==> src/rtl/lcpd_pkg.sv <==
package lcpd_pkg;

  localparam int unsigned CfgIdxW     = 3;
  localparam int unsigned CfgDataW    = 8;
  localparam int unsigned RawChunkDef = 64;

  localparam logic [7:0] MaxLengthRst = 8'd67;
  localparam logic [7:0] HidIdRst     = 8'd1;
  localparam logic [7:0] CdcIdRst     = 8'd2;
  localparam logic [7:0] DevIdRst     = 8'd3;

  localparam logic [7:0] SumGood     = 8'hFF;
  localparam logic [7:0] RawHeader   = 8'd3;
  localparam logic [7:0] MinLength   = 8'd2;
  localparam logic [7:0] IdOffset    = 8'd2;
  localparam logic [7:0] MinIdLength = 8'd3;

  typedef enum logic [CfgIdxW-1:0] {
    CFG_RAW_MODE   = 3'd0,
    CFG_MAX_LENGTH = 3'd1,
    CFG_HID_ID     = 3'd2,
    CFG_CDC_ID     = 3'd3,
    CFG_DEV_ID     = 3'd4
  } cfg_idx_e;

  typedef enum logic [1:0] {
    DEST_HID  = 2'd0,
    DEST_CDC  = 2'd1,
    DEST_DEV  = 2'd2,
    DEST_DROP = 2'd3
  } dest_e;

  typedef enum logic [2:0] {
    ERR_NONE     = 3'd0,
    ERR_LENGTH   = 3'd1,
    ERR_NOBUF    = 3'd2,
    ERR_CHECKSUM = 3'd3,
    ERR_ID       = 3'd4
  } err_e;

  typedef struct packed {
    logic       byte_valid;
    logic [7:0] byte_value;
    logic [7:0] byte_index;
    logic       packet_end;
    logic [7:0] packet_length;
    dest_e      destination;
    err_e       error_code;
    logic       discarding;
  } result_t;

endpackage

==> src/rtl/length_checksum_packet_deframer.sv <==
// Length-prefixed packet deframer with an additive checksum. Each input beat
// (a received byte or a receive timeout) yields exactly one result beat that
// says where the byte lands in the packet buffer and, when a packet closes,
// its length, destination and error status. The whole per-byte update (sum,
// counters, id routing) is a single combinational step into the result
// register, so one beat is accepted every cycle, its result appears in the
// next cycle, and a stalled result register holds off input only while full.
// The user writes configuration through a plain write port only while idle;
// the block does not enforce it. Writing raw_mode abandons any open packet.
module length_checksum_packet_deframer
  import lcpd_pkg::*;
#(
  parameter int unsigned RAW_CHUNK = RawChunkDef
) (
  input  logic                clk_i,
  input  logic                rst_ni,

  input  logic                cfg_we_i,
  input  logic [CfgIdxW-1:0]  cfg_index_i,
  input  logic [CfgDataW-1:0] cfg_data_i,

  input  logic                in_valid_i,
  output logic                in_ready_o,
  input  logic                command_i,
  input  logic [7:0]          rx_byte_i,
  input  logic                more_pending_i,
  input  logic                buffer_available_i,

  output logic                out_valid_o,
  input  logic                out_ready_i,
  output logic                byte_valid_o,
  output logic [7:0]          byte_value_o,
  output logic [7:0]          byte_index_o,
  output logic                packet_end_o,
  output logic [7:0]          packet_length_o,
  output logic [1:0]          destination_o,
  output logic [2:0]          error_code_o,
  output logic                discarding_o
);

  localparam logic [8:0] RawLimit = 9'(RAW_CHUNK) + 9'(RawHeader);

  logic       raw_mode_q, raw_mode_d;
  logic [7:0] max_length_q, max_length_d;
  logic [7:0] hid_id_q, hid_id_d;
  logic [7:0] cdc_id_q, cdc_id_d;
  logic [7:0] dev_id_q, dev_id_d;

  logic       packet_open_q, packet_open_d;
  logic       discard_q, discard_d;
  logic [7:0] bytes_rem_q, bytes_rem_d;
  logic [7:0] sum_q, sum_d;
  logic [7:0] wr_pos_q, wr_pos_d;
  logic [7:0] packet_id_q, packet_id_d;
  logic [7:0] total_len_q, total_len_d;

  logic    out_valid_q, out_valid_d;
  result_t res_q, res_d;
  logic    in_fire;

  logic [7:0] raw_pos;
  logic [7:0] raw_pos_inc;
  logic [7:0] sum_inc;
  logic [7:0] rem_dec;
  logic [7:0] id_value;
  logic       id_hit;
  dest_e      id_dest;

  assign in_ready_o = !out_valid_q || out_ready_i;
  assign in_fire    = in_valid_i && in_ready_o;

  always_comb begin
    raw_mode_d   = raw_mode_q;
    max_length_d = max_length_q;
    hid_id_d     = hid_id_q;
    cdc_id_d     = cdc_id_q;
    dev_id_d     = dev_id_q;
    if (cfg_we_i) begin
      case (cfg_idx_e'(cfg_index_i))
        CFG_RAW_MODE:   raw_mode_d   = cfg_data_i[0];
        CFG_MAX_LENGTH: max_length_d = cfg_data_i;
        CFG_HID_ID:     hid_id_d     = cfg_data_i;
        CFG_CDC_ID:     cdc_id_d     = cfg_data_i;
        CFG_DEV_ID:     dev_id_d     = cfg_data_i;
        default: ;
      endcase
    end
  end

  // id byte may arrive on the closing beat of a three-byte packet
  assign id_value = (wr_pos_q == IdOffset) ? rx_byte_i : packet_id_q;

  // id routing, hid first
  always_comb begin
    id_hit  = 1'b1;
    id_dest = DEST_DROP;
    if (id_value == hid_id_q) begin
      id_dest = DEST_HID;
    end else if (id_value == cdc_id_q) begin
      id_dest = DEST_CDC;
    end else if (id_value == dev_id_q) begin
      id_dest = DEST_DEV;
    end else begin
      id_hit = 1'b0;
    end
  end

  assign raw_pos     = packet_open_q ? wr_pos_q : RawHeader;
  assign raw_pos_inc = raw_pos + 8'd1;
  assign sum_inc     = sum_q + rx_byte_i;
  assign rem_dec     = (bytes_rem_q != 8'd0) ? bytes_rem_q - 8'd1 : bytes_rem_q;

  always_comb begin
    packet_open_d = packet_open_q;
    discard_d     = discard_q;
    bytes_rem_d   = bytes_rem_q;
    sum_d         = sum_q;
    wr_pos_d      = wr_pos_q;
    packet_id_d   = packet_id_q;
    total_len_d   = total_len_q;

    res_d               = res_q;
    res_d.byte_valid    = 1'b0;
    res_d.byte_value    = 8'd0;
    res_d.byte_index    = 8'd0;
    res_d.packet_end    = 1'b0;
    res_d.packet_length = 8'd0;
    res_d.destination   = DEST_DROP;
    res_d.error_code    = ERR_NONE;

    if (command_i) begin
      discard_d = 1'b0;
    end else if (raw_mode_q) begin
      if (!packet_open_q && !buffer_available_i) begin
        res_d.error_code = ERR_NOBUF;
      end else begin
        packet_open_d    = 1'b1;
        res_d.byte_valid = 1'b1;
        res_d.byte_value = rx_byte_i;
        res_d.byte_index = raw_pos;
        wr_pos_d         = raw_pos_inc;
        if (!more_pending_i || ({1'b0, raw_pos_inc} >= RawLimit)) begin
          res_d.packet_end    = 1'b1;
          res_d.packet_length = raw_pos_inc;
          res_d.destination   = DEST_CDC;
          packet_open_d       = 1'b0;
        end
      end
    end else if (discard_q) begin
      // dropped until timeout
    end else if (!packet_open_q) begin
      if (rx_byte_i < MinLength || rx_byte_i > max_length_q) begin
        discard_d        = 1'b1;
        res_d.error_code = ERR_LENGTH;
      end else if (!buffer_available_i) begin
        discard_d        = 1'b1;
        res_d.error_code = ERR_NOBUF;
      end else begin
        packet_open_d    = 1'b1;
        sum_d            = rx_byte_i;
        total_len_d      = rx_byte_i;
        bytes_rem_d      = rx_byte_i - 8'd1;
        wr_pos_d         = 8'd1;
        packet_id_d      = 8'd0;
        res_d.byte_valid = 1'b1;
        res_d.byte_value = rx_byte_i;
      end
    end else begin
      res_d.byte_valid = 1'b1;
      res_d.byte_value = rx_byte_i;
      res_d.byte_index = wr_pos_q;
      packet_id_d = id_value;
      sum_d       = sum_inc;
      wr_pos_d    = wr_pos_q + 8'd1;
      bytes_rem_d = rem_dec;
      if (rem_dec == 8'd0) begin
        res_d.packet_end    = 1'b1;
        res_d.packet_length = total_len_q;
        packet_open_d       = 1'b0;
        if (sum_inc != SumGood) begin
          res_d.error_code = ERR_CHECKSUM;
          if (more_pending_i) begin
            discard_d = 1'b1;
          end
        end else if (total_len_q < MinIdLength) begin
          res_d.error_code = ERR_ID;
        end else if (id_hit) begin
          res_d.destination = id_dest;
        end else begin
          res_d.error_code = ERR_ID;
        end
      end
    end
    res_d.discarding = discard_d;

    if (!in_fire) begin
      packet_open_d = packet_open_q;
      discard_d     = discard_q;
      bytes_rem_d   = bytes_rem_q;
      sum_d         = sum_q;
      wr_pos_d      = wr_pos_q;
      packet_id_d   = packet_id_q;
      total_len_d   = total_len_q;
    end

    if (cfg_we_i && cfg_idx_e'(cfg_index_i) == CFG_RAW_MODE) begin
      packet_open_d = 1'b0;
      discard_d     = 1'b0;
    end
  end

  always_comb begin
    out_valid_d = out_valid_q;
    if (in_fire) begin
      out_valid_d = 1'b1;
    end else if (out_ready_i) begin
      out_valid_d = 1'b0;
    end
  end

  always_ff @(posedge clk_i or negedge rst_ni) begin
    if (!rst_ni) begin
      raw_mode_q    <= 1'b0;
      max_length_q  <= MaxLengthRst;
      hid_id_q      <= HidIdRst;
      cdc_id_q      <= CdcIdRst;
      dev_id_q      <= DevIdRst;
      packet_open_q <= 1'b0;
      discard_q     <= 1'b0;
      bytes_rem_q   <= 8'd0;
      sum_q         <= 8'd0;
      wr_pos_q      <= 8'd0;
      packet_id_q   <= 8'd0;
      total_len_q   <= 8'd0;
      out_valid_q   <= 1'b0;
    end else begin
      raw_mode_q    <= raw_mode_d;
      max_length_q  <= max_length_d;
      hid_id_q      <= hid_id_d;
      cdc_id_q      <= cdc_id_d;
      dev_id_q      <= dev_id_d;
      packet_open_q <= packet_open_d;
      discard_q     <= discard_d;
      bytes_rem_q   <= bytes_rem_d;
      sum_q         <= sum_d;
      wr_pos_q      <= wr_pos_d;
      packet_id_q   <= packet_id_d;
      total_len_q   <= total_len_d;
      out_valid_q   <= out_valid_d;
    end
  end

  always_ff @(posedge clk_i) begin
    if (in_fire) begin
      res_q <= res_d;
    end
  end

  assign out_valid_o     = out_valid_q;
  assign byte_valid_o    = res_q.byte_valid;
  assign byte_value_o    = res_q.byte_value;
  assign byte_index_o    = res_q.byte_index;
  assign packet_end_o    = res_q.packet_end;
  assign packet_length_o = res_q.packet_length;
  assign destination_o   = res_q.destination;
  assign error_code_o    = res_q.error_code;
  assign discarding_o    = res_q.discarding;

endmodule

==> config.mk <==
export PLATFORM = sky130hd
export DESIGN_NAME = length_checksum_packet_deframer
export DESIGN_NICKNAME = d
export VERILOG_FILES = /design/src/rtl/lcpd_pkg.sv /design/src/rtl/length_checksum_packet_deframer.sv
export SDC_FILE = /design/constraint.sdc
export NUM_CORES = 1
export LEC_CHECK = 0
export BUFFER_PORTS_ARGS = -buffer_cell sky130_fd_sc_hd__buf_2
export CAP_MARGIN = 20
export CORE_MARGIN = 2
export CORE_UTILIZATION = 60
export CTS_CLUSTER_SIZE = 14
export DETAILED_ROUTE_END_ITERATION = 16
export GPL_ROUTABILITY_DRIVEN = 1
export GPL_TIMING_DRIVEN = 0
export PLACE_DENSITY = 0.9
export SLEW_MARGIN = 20
export SYNTH_ARGS = -nofsm -noshare
export SYNTH_HDL_FRONTEND = slang
export SYNTH_SLANG_ARGS = --single-unit
==> constraint.sdc <==
create_clock -name clk_i -period 5.05 [get_ports clk_i]
set_input_delay 0.505 -clock clk_i [delete_from_list [all_inputs] [get_ports clk_i]]
set_output_delay 0.505 -clock clk_i [all_outputs]
set_load 0.03 [all_outputs]
==> Word-level counts from Yosys, hierarchy flattened <==
Index checks and enable logic that the tools add are counted.
{ "word_totals": {"out_inout_bits": 34, "inputBits": 27, "register_bits": 108} }
{ "op_classes": {"mux": 67, "eq_ne": 16, "bitwise": 5, "reduce_logical": 26, "n_addsub": 5, "order_cmp": 4} }
{ "op_table": {"columns": ["cell", "n"], "rows": [
  ["two-way mux 8 bit", 18],
  ["two-way mux 31 bit", 2],
  ["two-way mux 1 bit", 28],
  ["two-way mux 28 bit", 1],
  ["two-way mux 9 bit", 3],
  ["== test 8 bit", 3],
  ["two-way mux 19 bit", 1],
  ["adder 8 x 1 -> 8 bit, second input constant", 2],
  ["less-than comparator 8 x 2 -> 1 bit, second input constant", 2],
  ["two-way mux 2 bit", 8],
  ["subtractor 8 x 1 -> 8 bit, second input constant", 2],
  ["two-way mux 14 bit", 1],
  ["two-way mux 3 bit", 4],
  ["AND reduction 6 bit", 2],
  ["two-way mux 11 bit", 1],
  ["AND reduction 2 bit", 5],
  ["adder 8 bit", 1],
  ["== test 8 x 2 -> 1 bit, second input constant", 1],
  ["greater-or-equal comparator 8 x 7 -> 1 bit, second input constant", 1],
  ["greater-than comparator 8 bit", 1],
  ["logical NOT 8 bit", 1],
  ["!= test 8 bit, second input constant", 1],
  ["nonzero test 8 bit", 1],
  ["AND reduction 7 bit", 1],
  ["other kinds (15)", 32]
]} }

==> Depth between registers and ports, before layout <==
{ "depth": {"ltp_word": 13, "depth_mapped": 14, "ltp_nobuf": 10} }

==> Least setup slack after synthesis <==
OpenSTA, ideal clock, no wires.
{ "synth_path": {"kind": "reg2reg", "from": "register packet_open_q", "to": "register res_q (netlist bit destination_o[1]) (data pin)", "path_slack_ns": 1.495, "arrival_time_ns": 3.287, "stages_incl_launch_ff": 15, "synth_period_minus_slack_ns": 3.555, "setup_ns": 0.268, "path_cell_list": "dfrtp_1 clkbuf_1 clkbuf_1 clkbuf_1 clkbuf_1 nand2b_1 ha_1 clkbuf_1 nand3_1 o22ai_1 o221a_2 o221a_2 nor3_1 o21ai_0 a21boi_0"} }
{ "synth_via": {"elab_chain_len": 7, "word_cells_on_any_way": 11, "cone_classes": "add/sub (1); order compare (1); mux (6); reduce/logical (3)"} }
{ "synth_rtl": {"columns": ["item", "line", "source"], "rows": [
  ["start, declared", "length_checksum_packet_deframer.sv:49", "logic packet_open_q, packet_open_d;"],
  ["start signal, assigned", "length_checksum_packet_deframer.sv:242", "packet_open_q <= packet_open_d;"],
  ["two-way mux 8 bit", "length_checksum_packet_deframer.sv:108", "assign raw_pos = packet_open_q ? wr_pos_q : RawHeader;"],
  ["adder 8 x 1 -> 8 bit", "length_checksum_packet_deframer.sv:109", "assign raw_pos_inc = raw_pos + 8'd1;"],
  ["greater-or-equal comparator 8 x 7 -> 1 bit", "length_checksum_packet_deframer.sv:142", "if (!more_pending_i || ({1'b0, raw_pos_inc} >= RawLimit)) begin"],
  ["logical OR 1 bit", "length_checksum_packet_deframer.sv:142", null],
  ["two-way mux 11 bit", "length_checksum_packet_deframer.sv:142", null],
  ["two-way mux 28 bit", "length_checksum_packet_deframer.sv:134", "if (!packet_open_q && !buffer_available_i) begin"],
  ["two-way mux 31 bit (*)", "length_checksum_packet_deframer.sv:133", "end else if (raw_mode_q) begin"],
  ["end signal, assigned", "length_checksum_packet_deframer.sv:255", "res_q <= res_d;"],
  ["end, declared", "length_checksum_packet_deframer.sv:58", "result_t res_q, res_d;"]
]} }
Every way passes the cells marked *; elsewhere a longest branch is shown, timed or not.
A chain may end at the register's enable or synchronous reset.

==> Worst setup path after layout <==
Same ends and word-level chain as after synthesis.

==> reports/metrics.yaml <==
fin_setup_tns_ns: 0
cts_tree: "done"
yosysMostFrequentCell: "dfrtp_1"
cp-endpoint: "destination_o[1]"
drt_iter0_drc: 658
startpoint: "packet_open_q"
met1Wirelength_mm: 7.11
holdCritPathClass: "primary input to async pin"
clk_path_buf_depth: 2
critPathMostFrequentCell: "clkbuf_1"
clkTransAtPathRegs_ns: 0.12
post_drt_wl_per_cell_um: 20.2
grt_max_degree: 54
grt_pass1_vias: 5575
clock-root-buffer: "clkbuf_8"
p_comb_share_pct: 42.6
setup_viol: 0
p_seq_share_pct: 41.1
worstPathArrival_ns: 4.91
tightest_slew_ns: 0.871
first_pass_iters: 7
synth_ff_type: "dfrtp_1"
routed_wl_mm: 17.6
required_ns: 5.18
wl_met3_mm: 1.55
seq_area_frac_synth_pct: 44.2
worstSetupPathType: "flop to flop"
overflow: 0
cpLargestDelayFamily: "buffers and inverters"
hpwl_mm: 13.0
violations: "negative hold slack"
drc_errors: 0
period_share_pct: 94.7
p_per_area_nw_per_um2: 441
fin_hold_ws_ns: -0.00130
yosys_warnings: 0
synth.avg_cell_area_um2: 9.84
skew_ns: 0.0248
ctsResizeCount: 0
drive_gt1_share_pct: 19.8
fp.dieArea_um2: 11700
n_antenna_cell: 0
finalPower_mw: 3.17
cts_buffers: 9
die_x_um: 108
cts.sinks: 108
hold_buffers: 0
clockPowerShare_pct: 16.2
nets: 781
p_switching_mw: 1.32
drtAntennaViolNets: 0
io_pins: 61
slowest_delay_ns: 0.47
vdd_drop_max_mv: 0.279
timing.final.hold_violations: 1
die_y_um: 108
timing.fmax_mhz: 209
antenna_found_initial: 0
synth_cell_types: 76
rows: 37
path_depth: 14
track_usage_pct: 31.2
post_cts_buffers: 0
r2r_cells: 14
yosysTopAreaCellShare_pct: 26.6
route.top_layer_used: "met4"
via_per_inst: 6.61
areaGrowthSynthToFinish_pct: 10.7
critPathMaxFanout: 10
timing.final.crit_period_ns: 4.78
synthTopCellsByArea: "dfrtp_1 27%, edfxtp_1 15%, mux2_2 5.2%, ha_1 4.0%, o21ai_0 3.8%"
r2r-end: "destination_o[1]"
via_count: 5773
worstReg2RegStart: "packet_open_q"
clk_latency_ns: 0.39
cpMaxStageDelayCell: "clkbuf_1"
slew_viol_final: 0
synth_seq_cells: 108
r2r_setup_slack_ns: 0.27
synthTopCellsByCount: "69 x dfrtp_1, 62 x nand2_1, 49 x o21ai_0"
synthArstFlopShare_pct: 70.4
path_buf_inv: 5
start_kind: "flop"
globalplace.congestion: 0.963
sw_frac_of_total_pct: 41.6
port_buffers: 60
wl_met2_mm: 8.14
p_int_mw: 1.85
core_um2: 10400
syn_area_um2: 6500
relSlewSlack_pct: 41.1
crit_chain: "clkbuf_1, clkbuf_1, clkbuf_1, clkbuf_2, nand2b_1, ha_1, clkbuf_1, nand3_1, o21a_1, o21ai_0, o221a_2, nor3_1, o21ai_0, a21boi_0"
drv_cap: 0
synth_top_area_cell: "dfrtp_1"
synth-edff-count: 32
synthesis.nets: 709
htreeDepth: 3
cp-end-kind: "flop"
outcome: "complete, but fails checks"
grt_pass1_wl_mm: 28.0
p_leak_nw: 2.97
syn_inst: 660
rsz0062_at_grt: "false"
start_util_pct: 62.4
-- layout make-up --
type                            count  area [µm²]
Inverter                           42         158
Clock buffer                       10         129
Fill cell                         776        3220
Timing Repair Buffer               61         330
Buffer                             31         140
Tap cell                          136         170
Multi-Input combinational cell    479        3340
Clock inverter                      6        56.3
Sequential cell                   108        2870
-- sequential cells by signal (all words and copies together), names as in the netlist, 2 cells and up --
register and cells:
cdc_id_q 8, byte_value_o 8, byte_index_o 8, dev_id_q 8, total_len_q 8, destination_o 2, wr_pos_q 8, max_length_q 8
sum_q 8, packet_id_q 8, bytes_rem_q 8, error_code_o 3, packet_length_o 8, hid_id_q 8
-- worst register-to-register path, delay by kind of cell (launching register included) --
family                     cells  cell delay (ns)
buffers and inverters          5             1.87
adders and majority gates      1             0.21
and+or+nand+nor                3             0.72
AOI/OAI and AO/OA              5             1.41
DFF                            1             0.33
-- cells by family (layout without fill, tap and decap cells) --
kind of cell             Yosys count  count (layout)  share of synthesized area [%]
AND/OR/NAND/NOR                  214             214                           17.2
AO/OA/AOI/OAI                    164             164                           17.3
flip-flops                       108             108                           44.2
buffers and inverters             73             150                           4.56
XOR/XNOR                          41              41                           5.53
multiplexers                      38              38                           6.82
adder cells (fa/ha/maj)           22              22                           4.35
-- metal layers --
layer	vias to the layer above	GRT usage (%)
li1	2569	-
met1	2760	41.6
met2	359	49.5
met3	85	4.88
met4	0	16.6
met5	-	0
-- power groups by stage --
stage / clock [mW] / sequential, mW / combinational (mW)
6_report: 0.515 / 1.30 / 1.35
5_1_grt: 0.545 / 1.33 / 1.48
4_1_cts: 0.511 / 1.30 / 1.32
3_5_place_dp: 0 / 1.31 / 1.31
3_3_place_gp: 0 / 1.30 / 1.25
2_1_floorplan: 0 / 1.31 / 0.948
-- cell usage in the layout (no fill, tap or decap), types with 14 or more instances in the layout --
cell,n
a21oi_1,25
buf_2,65
clkbuf_1,22
dfrtp_1,69
edfxtp_1,32
ha_1,21
inv_1,42
mux2_2,30
nand2_1,62
nand3_1,21
nor2_1,28
nor3_1,21
o21ai_0,49
xnor2_1,27
xor2_1,14
-- per-stage QoR --
stage                     worst slack, ns  cell area, µm²  cells  utilization [%]
after floorplan                      1.49            6500    660                -
after global placement              0.379            6970    856             66.9
after detailed placement            0.274            7000    857             67.2
after CTS                           0.221            7180    873             69.0
after global routing               0.0503            7190    873             69.0
final                               0.269            7190    873             69.0
-- how the worst min path moves through the flow --
| stage | endpoint | slack [ns] |
|---|---|---|
| 4_1_cts | max_length_q[5] | 0.01 |
| 5_1_grt | max_length_q[5] | 0.02 |
| 3_3_place_gp | total_len_q[2] | 0.49 |
| 3_5_place_dp | max_length_q[5] | 0.43 |
| 2_1_floorplan | bytes_rem_q[0] | 0.21 |
| 6_report | max_length_q[5] | -0.001 |
Note: power is estimated with default switching activity, not from simulation.
